==> config.mk <==
export PLATFORM = sky130hd
export DESIGN_NAME = ascii_command_frame_parser_unit
export DESIGN_NICKNAME = d
export VERILOG_FILES = /design/src/sv/acfp_pkg.sv /design/src/sv/acfp_frame_store.sv /design/src/sv/acfp_decode.sv /design/src/sv/ascii_command_frame_parser_unit.sv
export SDC_FILE = /design/constraint.sdc
export NUM_CORES = 1
export LEC_CHECK = 0
export BUFFER_PORTS_ARGS = -buffer_cell sky130_fd_sc_hd__buf_2
export CAP_MARGIN = 25
export CORE_MARGIN = 2
export CORE_UTILIZATION = 63
export CTS_CLUSTER_DIAMETER = 50
export DETAILED_ROUTE_END_ITERATION = 10
export GPL_TIMING_DRIVEN = 0
export PLACE_DENSITY = 0.84
export SYNTH_ARGS = -nofsm -noshare
export SYNTH_HDL_FRONTEND = slang
export SYNTH_HIERARCHICAL = 1
export SYNTH_SLANG_ARGS = --single-unit
export TNS_END_PERCENT = 5
==> constraint.sdc <==
create_clock -name clk -period 8.92 [get_ports clk]
set_clock_uncertainty 0.1 [all_clocks]
set_input_delay 1.338 -clock clk [delete_from_list [all_inputs] [get_ports clk]]
set_output_delay 1.338 -clock clk [all_outputs]
set_load 0.01 [all_outputs]
==> src/sv/acfp_pkg.sv <==
`timescale 1ns / 1ps
// ----------------------------------------------------------------------------
// ASCII command frame parser package
// Shared constants, payload types and the two-digit decode helper.
// ----------------------------------------------------------------------------
package acfp_pkg;

  localparam int unsigned DEFAULT_BUFFER_DEPTH = 20;

  localparam logic [7:0] START_BYTE = 8'h41;
  localparam logic [7:0] END_BYTE   = 8'h44;
  localparam logic [7:0] ASCII_ZERO = 8'h30;

  // Buffer bytes that the decoder looks at.
  typedef struct packed {
    logic [7:0] b0;
    logic [7:0] b2;
    logic [7:0] b3;
    logic [7:0] b5;
    logic [7:0] b6;
    logic [7:0] b7;
    logic [7:0] b8;
    logic [7:0] b9;
    logic [7:0] b10;
  } frame_fields_t;

  typedef struct packed {
    logic [7:0] command_digit;
    logic [7:0] duration;
    logic [7:0] mark_a;
    logic [7:0] mark_b;
    logic [7:0] mark_c;
  } frame_result_t;

  // (hi - '0') * 10 + (lo - '0'), wrapping in eight bits.
  function automatic logic [7:0] decode_pair(input logic [7:0] hi, input logic [7:0] lo);
    logic [7:0] h;
    logic [7:0] l;
    begin
      h = hi - ASCII_ZERO;
      l = lo - ASCII_ZERO;
      return (h << 3) + (h << 1) + l;
    end
  endfunction

endpackage

==> src/sv/acfp_frame_store.sv <==
`timescale 1ns / 1ps
// ----------------------------------------------------------------------------
// Frame store
// Byte buffer with a saturating write position; 'A' rewinds the position.
// ----------------------------------------------------------------------------
module acfp_frame_store #(
  parameter int unsigned BUFFER_DEPTH = acfp_pkg::DEFAULT_BUFFER_DEPTH
) (
  input  logic                  clk,
  input  logic                  rst,
  input  logic                  accept,
  input  logic [7:0]            rx_byte,
  output acfp_pkg::frame_fields_t fields
);

  localparam int unsigned IDX_W = $clog2(BUFFER_DEPTH);
  localparam int unsigned POS_W = $clog2(BUFFER_DEPTH + 1);

  logic [7:0]       buffer [BUFFER_DEPTH];
  logic [POS_W-1:0] position;
  logic             is_start;
  logic             is_data;
  logic             has_room;

  assign is_start = (rx_byte == acfp_pkg::START_BYTE);
  assign is_data  = !is_start && (rx_byte != acfp_pkg::END_BYTE);
  assign has_room = (position < POS_W'(BUFFER_DEPTH));

  always_ff @(posedge clk) begin
    if (rst) begin
      position <= '0;
      for (int i = 0; i < BUFFER_DEPTH; i++) begin
        buffer[i] <= '0;
      end
    end else if (accept) begin
      if (is_start) begin
        position <= '0;
      end else if (is_data && has_room) begin
        buffer[position[IDX_W-1:0]] <= rx_byte;
        position <= position + POS_W'(1);
      end
    end
  end

  assign fields.b0  = buffer[0];
  assign fields.b2  = buffer[2];
  assign fields.b3  = buffer[3];
  assign fields.b5  = buffer[5];
  assign fields.b6  = buffer[6];
  assign fields.b7  = buffer[7];
  assign fields.b8  = buffer[8];
  assign fields.b9  = buffer[9];
  assign fields.b10 = buffer[10];

endmodule

==> src/sv/acfp_decode.sv <==
`timescale 1ns / 1ps
// ----------------------------------------------------------------------------
// Frame decoder
// Turns the fixed buffer positions into the command digit and four numbers.
// ----------------------------------------------------------------------------
module acfp_decode (
  input  acfp_pkg::frame_fields_t fields,
  output acfp_pkg::frame_result_t result
);

  assign result.command_digit = fields.b0 - acfp_pkg::ASCII_ZERO;
  assign result.duration      = acfp_pkg::decode_pair(fields.b2, fields.b3);
  assign result.mark_a        = acfp_pkg::decode_pair(fields.b5, fields.b6);
  assign result.mark_b        = acfp_pkg::decode_pair(fields.b7, fields.b8);
  assign result.mark_c        = acfp_pkg::decode_pair(fields.b9, fields.b10);

endmodule

==> src/sv/ascii_command_frame_parser_unit.sv <==
`timescale 1ns / 1ps
// ----------------------------------------------------------------------------
// ASCII command frame parser
// Buffers received bytes and decodes a command frame on each 'D'.
// ----------------------------------------------------------------------------
// Output: a 'D' request's result is registered and shows in the cycle after it is accepted.
// Throughput: one byte per cycle; the single output register lets a new byte
// in whenever it is empty or being taken in the same cycle.
// Reset: synchronous; clears the buffer to zeros, the write position and the
// output register's valid flag.
module ascii_command_frame_parser_unit #(
  parameter int unsigned BUFFER_DEPTH = acfp_pkg::DEFAULT_BUFFER_DEPTH
) (
  input  logic       clk,
  input  logic       rst,
  input  logic       in_valid,
  output logic       in_stall,
  input  logic [7:0] rx_byte,
  output logic       out_valid,
  input  logic       out_stall,
  output logic [7:0] command_digit,
  output logic [7:0] duration,
  output logic [7:0] mark_a,
  output logic [7:0] mark_b,
  output logic [7:0] mark_c
);

  logic                    accept;
  logic                    is_end;
  acfp_pkg::frame_fields_t fields;
  acfp_pkg::frame_result_t decoded;
  acfp_pkg::frame_result_t result;
  logic                    result_valid;

  // The output register frees up in the same cycle that it is taken.
  assign in_stall = result_valid && out_stall;
  assign accept   = in_valid && !in_stall;
  assign is_end   = (rx_byte == acfp_pkg::END_BYTE);

  acfp_frame_store #(
    .BUFFER_DEPTH(BUFFER_DEPTH)
  ) u_store (
    .clk    (clk),
    .rst    (rst),
    .accept (accept),
    .rx_byte(rx_byte),
    .fields (fields)
  );

  acfp_decode u_decode (
    .fields(fields),
    .result(decoded)
  );

  always_ff @(posedge clk) begin
    if (rst) begin
      result_valid <= 1'b0;
    end else if (accept && is_end) begin
      result_valid <= 1'b1;
    end else if (!out_stall) begin
      result_valid <= 1'b0;
    end
  end

  always_ff @(posedge clk) begin
    if (accept && is_end) begin
      result <= decoded;
    end
  end

  assign out_valid     = result_valid;
  assign command_digit = result.command_digit;
  assign duration      = result.duration;
  assign mark_a        = result.mark_a;
  assign mark_b        = result.mark_b;
  assign mark_c        = result.mark_c;

endmodule

# Word-level counts from Yosys, hierarchy flattened
# Memories as Yosys holds them, arrays and structs flattened.
# Index checks and enable logic that the tools add are counted.
# classes
n_addsub	18
magnitude_cmp	1
eq_ne	4
mux	14
n_reduce_logical	10
# op_table
cell	n
$add 8x8->8	8
$sub 8x6->8 const B	5
$sub 7x6->7 const B	4
$eq 8x7->1 const B	2
$mux 5	3
$mux 1	10
$mux 8	1
$ne 8x7->1 const B	1
$reduce_or 8->1	1
$add 5x1->5 const B	1
$logic_and 1x1->1	5
$lt 5x5->1 const B	1
$logic_not 1->1	2
$ne 2x1->1 const B	1
$reduce_and 2->1	1
$reduce_bool 2->1	1
# word_totals
regBits	46
mem_bits_rw	160
output_inout_bits	42
wordCells	55
n_memories	1
# memory_table
memory	depth	width	rd	rd_ports_with_merged_regs	write_ports	line	text
u_store.buffer	20	8	9	0	20	acfp_frame_store.sv:19	logic [7:0] buffer [BUFFER_DEPTH];

# Longest topological paths before layout
# Gate-level depths: netlist (run 1).
# depth
word_depth	11
depth_mapped	10
mapped_depth_nobuf	10

# Cells and area by module
# The synthesis (run 1) kept the hierarchy.
# modules_own_cells
module	n_inst	cells_each	area_per_inst_um2	seq_area_each_um2
acfp_frame_store	1	242	3083.0	2262.2
acfp_decode	1	192	1756.7	0.0
ascii_command_frame_parser_unit	1	49	1285.0	1221.2

# Worst setup path after synthesis (run 1)
# OpenSTA, ideal clock, no wires.
# synth_path
path_type	in2reg
startpoint	input rx_byte[5]
endpoint	register result (netlist bit command_digit[0]) (enable)
setup_time_ps	537
arrival_ps	5777
required_ps	8283
setup_slack_ps	2506
stages	2
path_buffers	0
cell_sequence	or4b_1 -> nor4_1
# synth_via
elab_chain_len	2
# synth_lines
item	line	text
from (decl)	ascii_command_frame_parser_unit.sv:18	input logic [7:0] rx_byte,
$eq 8x7->1	ascii_command_frame_parser_unit.sv:38	assign is_end = (rx_byte == acfp_pkg::END_BYTE);
$logic_and 1x1->1	ascii_command_frame_parser_unit.sv:66	if (accept && is_end) begin
to (signal assigned)	ascii_command_frame_parser_unit.sv:67	result <= decoded;
to (decl)	ascii_command_frame_parser_unit.sv:32	acfp_pkg::frame_result_t result;
# No other way between the ends.
# A chain may end at the register's enable or synchronous reset.

# Worst setup path after layout (run 1)
# layout_path
startpoint	input rx_byte[5]
endpoint	register result (netlist bit mark_b[0]) (enable)
# The elaborated chain is that of the path after synthesis.

==> summary.md, run 1 <==
| Metric | Value |
|---|---|
| Outcome | complete, no violations |
| Type of the worst setup path | input port to flip-flop |
| Area growth from synthesis to final layout | 17.09% |
| Drc violations | 0 |
| Leftover overflow at the end of global routing | 0 |
| F_max | between 200 and 300 MHz |
| Largest net degree at the start of global routing | 17 |
| Worst skew pair latency | 0.51 ns |
| Number of setup buffers added after CTS | 0 |
| Remaining number of nets flagged by the antenna check after routing | 0 |
| RSZ-0062 raised after global routing | no |
| Post-Synthesis Mean Instance Area | between 10 and 15 sq um |
| Crit path arrival time | 3.73 ns |
| Net Switching | around 0.33 mW |
| Antenna fix cells | 0 |
| Layout Utilization | 75.90% |
| Lkg Pwr | 3.038 nW |
| Initial DRC count | 464 |
| Fraction of the cycle the final worst path needs | 40.54% |
| Proportion of total power due to net switching | 23.42% |
| Internal power consumption | 1.064 mW |
| Cell row count | 35 |
| Post-synthesis net count | 560 |
| Routed wire length | 12.02 mm |
| Worst supply voltage drop on vdd | about 120 uV |
| Mapped Area | 0.005989 sq mm |
| Pre-CTS setup slack | around 4.8 ns |
| Endpoints failing setup | 0 |
| Hold-fix buffers, CTS | 0 |
| Max FO, Critical Path | 9 |
| CTS Root Buffer Type | sky130_fd_sc_hd__clkbuf_8 |
| Power density cells | 198.1 mW/mm^2 |
| Number of global-route vias before repair | 4033 |
| Post-cts gate resize count | 0 |
| Sequential share of power | 44.4% |
| Clock transition at the register clock pins on the worst setup and hold paths after CTS | 0.05 ns |
| 1st-pass router iterations | 7 |
| Post-Route Setup TNS | 0 ns |
| Pins Over Slew Limit | 0 |
| Worst Hold Class | flip-flop to flip-flop |
| Starting utilization of the core area | about two thirds |
| Total global-route track usage | 25.05% |
| # IOs | 54 |
| Data required time of the worst path | around 9 ns |
| Comb power frac | around a tenth |
| Max-cap violation count | 0 |
| Per-cell routed wire length | 17.35 um |
| Buffers added on ports | 53 |
| Post-detail-place hpwl | 8.286 mm |
| Chip Width | between 100 and 150 um |
| Final standard cell area without fillers | 0.007013 sq mm |
| Number of inserted filler cells in the final layout | approximately 520 |
| Max Root-Sink Buffers | 2 |
| Worst Max-Slew Pin Slew | 0.9658 ns |
| Detailed-route via count | 3856 |
| Synthesized instance count | between 400 and 500 |
| Slew HR | 35.08% |
| Die ar. | between 0.01 and 0.015 sq mm |
| Minimum clock period | about 3.6 ns |
| Endpoint class of the critical path | flip-flop |
| Overall die height | 101.5 um |
| TritonCTS clock tree | built |
| Critical path startpoint category | input port |
| CTS Sinks | 114 |
| Clock network fraction of total power | a little under half |
| Number of failing hold endpoints at the final stage | 0 |
| H-tree depth | 4 |
| Placed inst area | 0.006456 sq mm |
| Post-route worst setup slack | 5.304 ns |
| Wire length of the first global-routing pass | between 15 and 20 mm |
| Routability cong. | 0.9587 |
| Power, Total | 1.389 mW |
| TritonCTS buffer count | 17 |
| Average via count per standard cell | about 5.6 |
| Core area | 0.009240 sq mm |
| Layout cell share with drive strength beyond 1 | a little under a fifth |
| Final layout net count | approximately 640 |
| Yosys synthesis warning count | 6 |
| Number of antenna violations at the first check in global routing | 0 |
[power groups by stage]
| stage | Combinational, mW | Clock, mW | Sequential (mW) |
|---|---|---|---|
| 3_5_place_dp | 0.137 | 0 | 0.627 |
| 6_report | 0.140 | 0.633 | 0.616 |
| 2_1_floorplan | 0.104 | 0 | 0.624 |
| 4_1_cts | 0.141 | 0.638 | 0.616 |
| 5_1_grt | 0.158 | 0.661 | 0.618 |
| 3_3_place_gp | 0.128 | 0 | 0.626 |
[registers in the layout, indices dropped and copies added, names as in the netlist]
name	flops
u_store/buffer	68
command_digit	8
duration	8
mark_a	8
mark_b	8
mark_c	8
u_store/position	5
out_valid	1
[metrics by stage]
step,hold WS [ns],std cells
2_1_floorplan,0.3899,475
3_3_place_gp,0.3970,657
3_5_place_dp,0.4029,661
4_1_cts,0.4150,693
5_1_grt,0.4250,693
6_report,0.4120,693
[final cells by class]
type                    count  area (sq um)  share of cell area [%]
multi-input cells         273          2253                   32.13
clock inverters            15         142.6                   2.034
flip-flops and latches    114          3363                   47.96
clock buffers              17         414.1                   5.905
repair buffers             57         299.0                   4.264
well taps                 129         161.4                   2.302
plain buffers              19         120.1                   1.713
inverters                  69         259.0                   3.693
[final timing paths]
kind               end  slack [ns]            startpoint  depth (start not counted)
max reg2reg  mark_c[7]        6.20  u_store/buffer[9][2]                          9
min          mark_a[0]        0.41  u_store/buffer[6][0]                          1
min reg2reg  mark_a[0]        0.41  u_store/buffer[6][0]                          1
max          mark_b[0]        5.30            rx_byte[5]                          7
[cells in the final DEF, fill, tap and decap left out, types with 2 or more instances in the layout]
| master | count |
|---|---|
| sky130_fd_sc_hd__edfxtp_1 | 108 |
| sky130_fd_sc_hd__nor2_1 | 75 |
| sky130_fd_sc_hd__inv_1 | 69 |
| sky130_fd_sc_hd__buf_2 | 56 |
| sky130_fd_sc_hd__ha_1 | 53 |
| sky130_fd_sc_hd__nand2_1 | 29 |
| sky130_fd_sc_hd__xnor2_1 | 21 |
| sky130_fd_sc_hd__fa_1 | 20 |
| sky130_fd_sc_hd__clkbuf_16 | 16 |
| sky130_fd_sc_hd__a21o_1 | 15 |
| sky130_fd_sc_hd__buf_4 | 13 |
| sky130_fd_sc_hd__a21oi_1 | 11 |
| sky130_fd_sc_hd__dfxtp_1 | 6 |
| sky130_fd_sc_hd__nand3_1 | 6 |
| sky130_fd_sc_hd__clkinvlp_4 | 5 |
| sky130_fd_sc_hd__xor2_1 | 5 |
| sky130_fd_sc_hd__clkbuf_1 | 5 |
| sky130_fd_sc_hd__clkinv_2 | 4 |
| sky130_fd_sc_hd__xnor3_1 | 4 |
| sky130_fd_sc_hd__nand3b_1 | 3 |
| sky130_fd_sc_hd__nand2b_1 | 3 |
| sky130_fd_sc_hd__and3_1 | 3 |
| sky130_fd_sc_hd__or4b_1 | 2 |
| sky130_fd_sc_hd__bufinv_16 | 2 |
| sky130_fd_sc_hd__clkinv_1 | 2 |
| sky130_fd_sc_hd__buf_6 | 2 |
| sky130_fd_sc_hd__nor3b_1 | 2 |
| sky130_fd_sc_hd__o211ai_1 | 2 |
| sky130_fd_sc_hd__a311oi_1 | 2 |
| sky130_fd_sc_hd__nand4_1 | 2 |
[worst max-delay path, cell delays in order]
cell,delay [ns]
sky130_fd_sc_hd__buf_2,0.14
sky130_fd_sc_hd__or4b_1,0.58
sky130_fd_sc_hd__nor4_2,0.82
sky130_fd_sc_hd__buf_6,0.24
sky130_fd_sc_hd__buf_4,0.19
sky130_fd_sc_hd__buf_4,0.20
sky130_fd_sc_hd__buf_4,0.21
[routing by layer]
layer / vias to the layer above / GRT usage (%) / share of wire (%)
met3: 60 / 6.694 / 7.5
met4: 0 / 12.79 / 3.8
met2: 197 / 42.36 / 52
li1: 1758 / - / -
met1: 1841 / 29.48 / 37
met5: - / 0 / 0
No activity file was read; power rests on OpenSTA's default activity.
==> run 2, diff against run 1 <==
--- a/config.mk
+++ b/config.mk
@@ -8,11 +8,11 @@
 export BUFFER_PORTS_ARGS = -buffer_cell sky130_fd_sc_hd__buf_2
 export CAP_MARGIN = 25
 export CORE_MARGIN = 2
-export CORE_UTILIZATION = 63
+export CORE_UTILIZATION = 54
 export CTS_CLUSTER_DIAMETER = 50
 export DETAILED_ROUTE_END_ITERATION = 10
 export GPL_TIMING_DRIVEN = 0
-export PLACE_DENSITY = 0.84
+export PLACE_DENSITY = 0.76
 export SYNTH_ARGS = -nofsm -noshare
 export SYNTH_HDL_FRONTEND = slang
 export SYNTH_HIERARCHICAL = 1
==> constraint.sdc (replaced) <==
create_clock -name clk -period 3.1 [get_ports clk]
set_clock_uncertainty 0.1 [all_clocks]
set_input_delay 0.465 -clock clk [delete_from_list [all_inputs] [get_ports clk]]
set_output_delay 0.465 -clock clk [all_outputs]
set_load 0.01 [all_outputs]
==> summary.md, run 2 (same netlist as run 1, synthesis figures left out) <==
| Metric | Value |
|---|---|
| Pre-CTS setup slack | 0.3110 ns (was 4.761 ns) |
| Post-route worst setup slack | 0.3861 ns (was 5.304 ns) |
| Overall die height | 109.3 um (was 101.5 um) |
| Critical path startpoint category | flip-flop (was input port) |
| Lkg Pwr | 3.017 nW (was 3.038 nW) |
| Wire length on met1 | 4.381 mm (was 4.427 mm) |
| Sequential share of power | 45.4% (was 44.4%) |
| Comb power frac | 10.1% (about the same) |
| Post-detail-place hpwl | 8.038 mm (was 8.286 mm) |
| Worst supply voltage drop on vdd | 309.9 uV (was 119.4 uV) |
| Drc violations | 0 (unchanged) |
| Final layout net count | 634 (was 636) |
| CTS Root Buffer Type | sky130_fd_sc_hd__clkbuf_8 (unchanged) |
| F_max | 368.5 MHz |
| Clock transition at the register clock pins on the worst setup and hold paths after CTS | 0.06 ns (was 0.05 ns) |
| Area growth from synthesis to final layout | 17.03% (was 17.09%) |
| Flip-flop count of the largest register, all copies and words added | 68 (unchanged) |
| Fraction of the cycle the final worst path needs | 87.54% |
| TritonCTS clock tree | built (unchanged) |
| Worst Max-Slew Pin Slew | 0.6922 ns (was 0.9658 ns) |
| Initial DRC count | 329 (was 464) |
| Buffers added on ports | 53 (unchanged) |
| Core area | 0.01084 sq mm (was 0.009240 sq mm) |
| Largest register by flop count | u_store/buffer (unchanged) |
| Per-cell routed wire length | 15.34 um (was 17.35 um) |
| Max Root-Sink Buffers | 2 (unchanged) |
| Wire length of the first global-routing pass | 17.69 mm (was 19.25 mm) |
| Placed instance count | 670 (was 661) |
| RSZ-0062 raised after global routing | no (unchanged) |
| Chip Width | 109.3 um (was 101.5 um) |
| Internal power consumption | 2.928 mW (was 1.064 mW) |
| Minimum clock period | 2.714 ns |
| Routed wire length | 10.77 mm (was 12.02 mm) |
| Power, Total | 3.900 mW (was 1.389 mW) |
| Number of global-route vias before repair | 3766 (was 4033) |
| Average via count per standard cell | 5.212 (was 5.564) |
| Highest-count cells in the layout ignoring fill and taps | 108 x sky130_fd_sc_hd__edfxtp_1, 75 x sky130_fd_sc_hd__nor2_1, 69 x sky130_fd_sc_hd__inv_1, 56 x sky130_fd_sc_hd__buf_2, 53 x sky130_fd_sc_hd__ha_1 (unchanged) |
| Proportion of total power due to net switching | 24.90% (was 23.42%) |
| Net Switching | 0.9711 mW (was 0.3253 mW) |
| H-tree depth | 4 (unchanged) |
| Largest net degree at the start of global routing | 17 (unchanged) |
| Total global-route track usage | 20.06% (was 25.05%) |
| Final standard cell area without fillers | 0.007009 sq mm (was 0.007013 sq mm) |
| Cell row count | 38 (was 35) |
| CTS Sinks | 114 (unchanged) |
| Type of the worst setup path | flip-flop to flip-flop (was input port to flip-flop) |
| Crit path arrival time | 2.88 ns (was 3.73 ns) |
| Post-cts gate resize count | 0 (unchanged) |
| # IOs | 54 (unchanged) |
| Top Metal Used | met4 (unchanged) |
| Slew HR | 53.51% (was 35.08%) |
| Pins Over Slew Limit | 0 (unchanged) |
| Placed inst area | 0.006467 sq mm (was 0.006456 sq mm) |
| Clock network fraction of total power | 44.5% (was 45.5%) |
| Post-Route Setup TNS | 0 ns (unchanged) |
| Number of setup buffers added after CTS | 0 (unchanged) |
| Layout cell share with drive strength beyond 1 | 19.22% (was 19.15%) |
| 1st-pass router iterations | 5 (was 7) |
| Layout Utilization | 64.66% (was 75.90%) |
| Hold-fix buffers, CTS | 0 (unchanged) |
| Setup slack of the worst register-to-register path | 0.39 ns (was 6.20 ns) |
| Antenna fix cells | 0 (unchanged) |
| Metal3 WL | 574 um (was 898 um) |
| Leftover overflow at the end of global routing | 0 (unchanged) |
| Data required time of the worst path | 3.27 ns (was 9.03 ns) |
| Worst hold margin | 0.1049 ns (was 0.4120 ns) |
| Die ar. | 0.01195 sq mm (was 0.01030 sq mm) |
| Max-cap violation count | 0 (unchanged) |
| Number of failing hold endpoints at the final stage | 0 (unchanged) |
| Most frequent standard cell in the layout excluding fill and tap cells | sky130_fd_sc_hd__edfxtp_1 (unchanged) |
| Power density cells | 556.3 mW/mm^2 (was 198.1 mW/mm^2) |
| Endpoints failing setup | 0 (unchanged) |
| TritonCTS buffer count | 17 (unchanged) |
| Starting utilization of the core area | 55.25% (was 64.82%) |
| Number of antenna violations at the first check in global routing | 0 (unchanged) |
| Worst Hold Class | input port to flip-flop (was flip-flop to flip-flop) |
| Routed wl met2 | 5.421 mm (was 6.244 mm) |
| Outcome | complete, no violations (unchanged) |
| Count of non-filler cells in the finished layout | 702 (was 693) |
| Worst skew pair latency | 0.52 ns (was 0.51 ns) |
| Detailed-route via count | 3659 (was 3856) |
| Remaining number of nets flagged by the antenna check after routing | 0 (unchanged) |
| Max FO, Critical Path | 2 (was 9) |
| Endpoint class of the critical path | flip-flop (unchanged) |
| Routability cong. | 0.8665 (was 0.9587) |
[run 2: cell types whose count changed in the layout (fill, tap and decap cells not counted), sizes merged]
cell,previous run,this run
buf,71,69
bufinv,2,0
clkinv,7,4
inv,70,75
[run 2: per-layer routing]
layer / track usage, % / vias to the layer above
met5: 0 / -
met4: 10.67 / 0
met3: 5.631 / 33
met2: 33.01 / 127
met1: 24.07 / 1745
li1: - / 1754
[run 2: path summary, 6_finish.rpt]
path,start,endpoint,cells after the start
worst min register to register,u_store/buffer[0][3],command_digit[3],1
worst max-delay path,u_store/buffer[9][2],mark_c[7],9
worst min-delay path,out_stall,out_valid,3
worst max register to register,u_store/buffer[9][2],mark_c[7],9
[run 2: layout make-up]
| class | instances | area [sq um] |
|---|---|---|
| buffer | 19 | 120.1 |
| fill | 758 | 3831 |
| inverter | 69 | 259.0 |
| multi-input combinational | 273 | 2262 |
| tap | 140 | 175.2 |
| clock inverter | 15 | 127.6 |
| clock buffer | 17 | 414.1 |
| sequential | 114 | 3363 |
| timing repair buffer | 55 | 287.8 |
[run 2: worst max-delay path: stages (launching register included)]
cell and delay [ns]:
sky130_fd_sc_hd__edfxtp_1 0.39, sky130_fd_sc_hd__inv_1 0.07, sky130_fd_sc_hd__fa_1 0.48, sky130_fd_sc_hd__inv_1 0.04
sky130_fd_sc_hd__ha_1 0.28, sky130_fd_sc_hd__ha_1 0.23, sky130_fd_sc_hd__fa_1 0.42, sky130_fd_sc_hd__a21o_1 0.20
sky130_fd_sc_hd__a21oi_1 0.17, sky130_fd_sc_hd__xnor2_1 0.10
[run 2: power by group through the flow]
stage | sequential [mW] | clock (mW) | combinational, mW
after detailed placement | 1.80 | 0 | 0.392
final | 1.77 | 1.73 | 0.394
after floorplan | 1.80 | 0 | 0.300
after CTS | 1.77 | 1.76 | 0.397
after global placement | 1.80 | 0 | 0.373
after global routing | 1.78 | 1.83 | 0.448
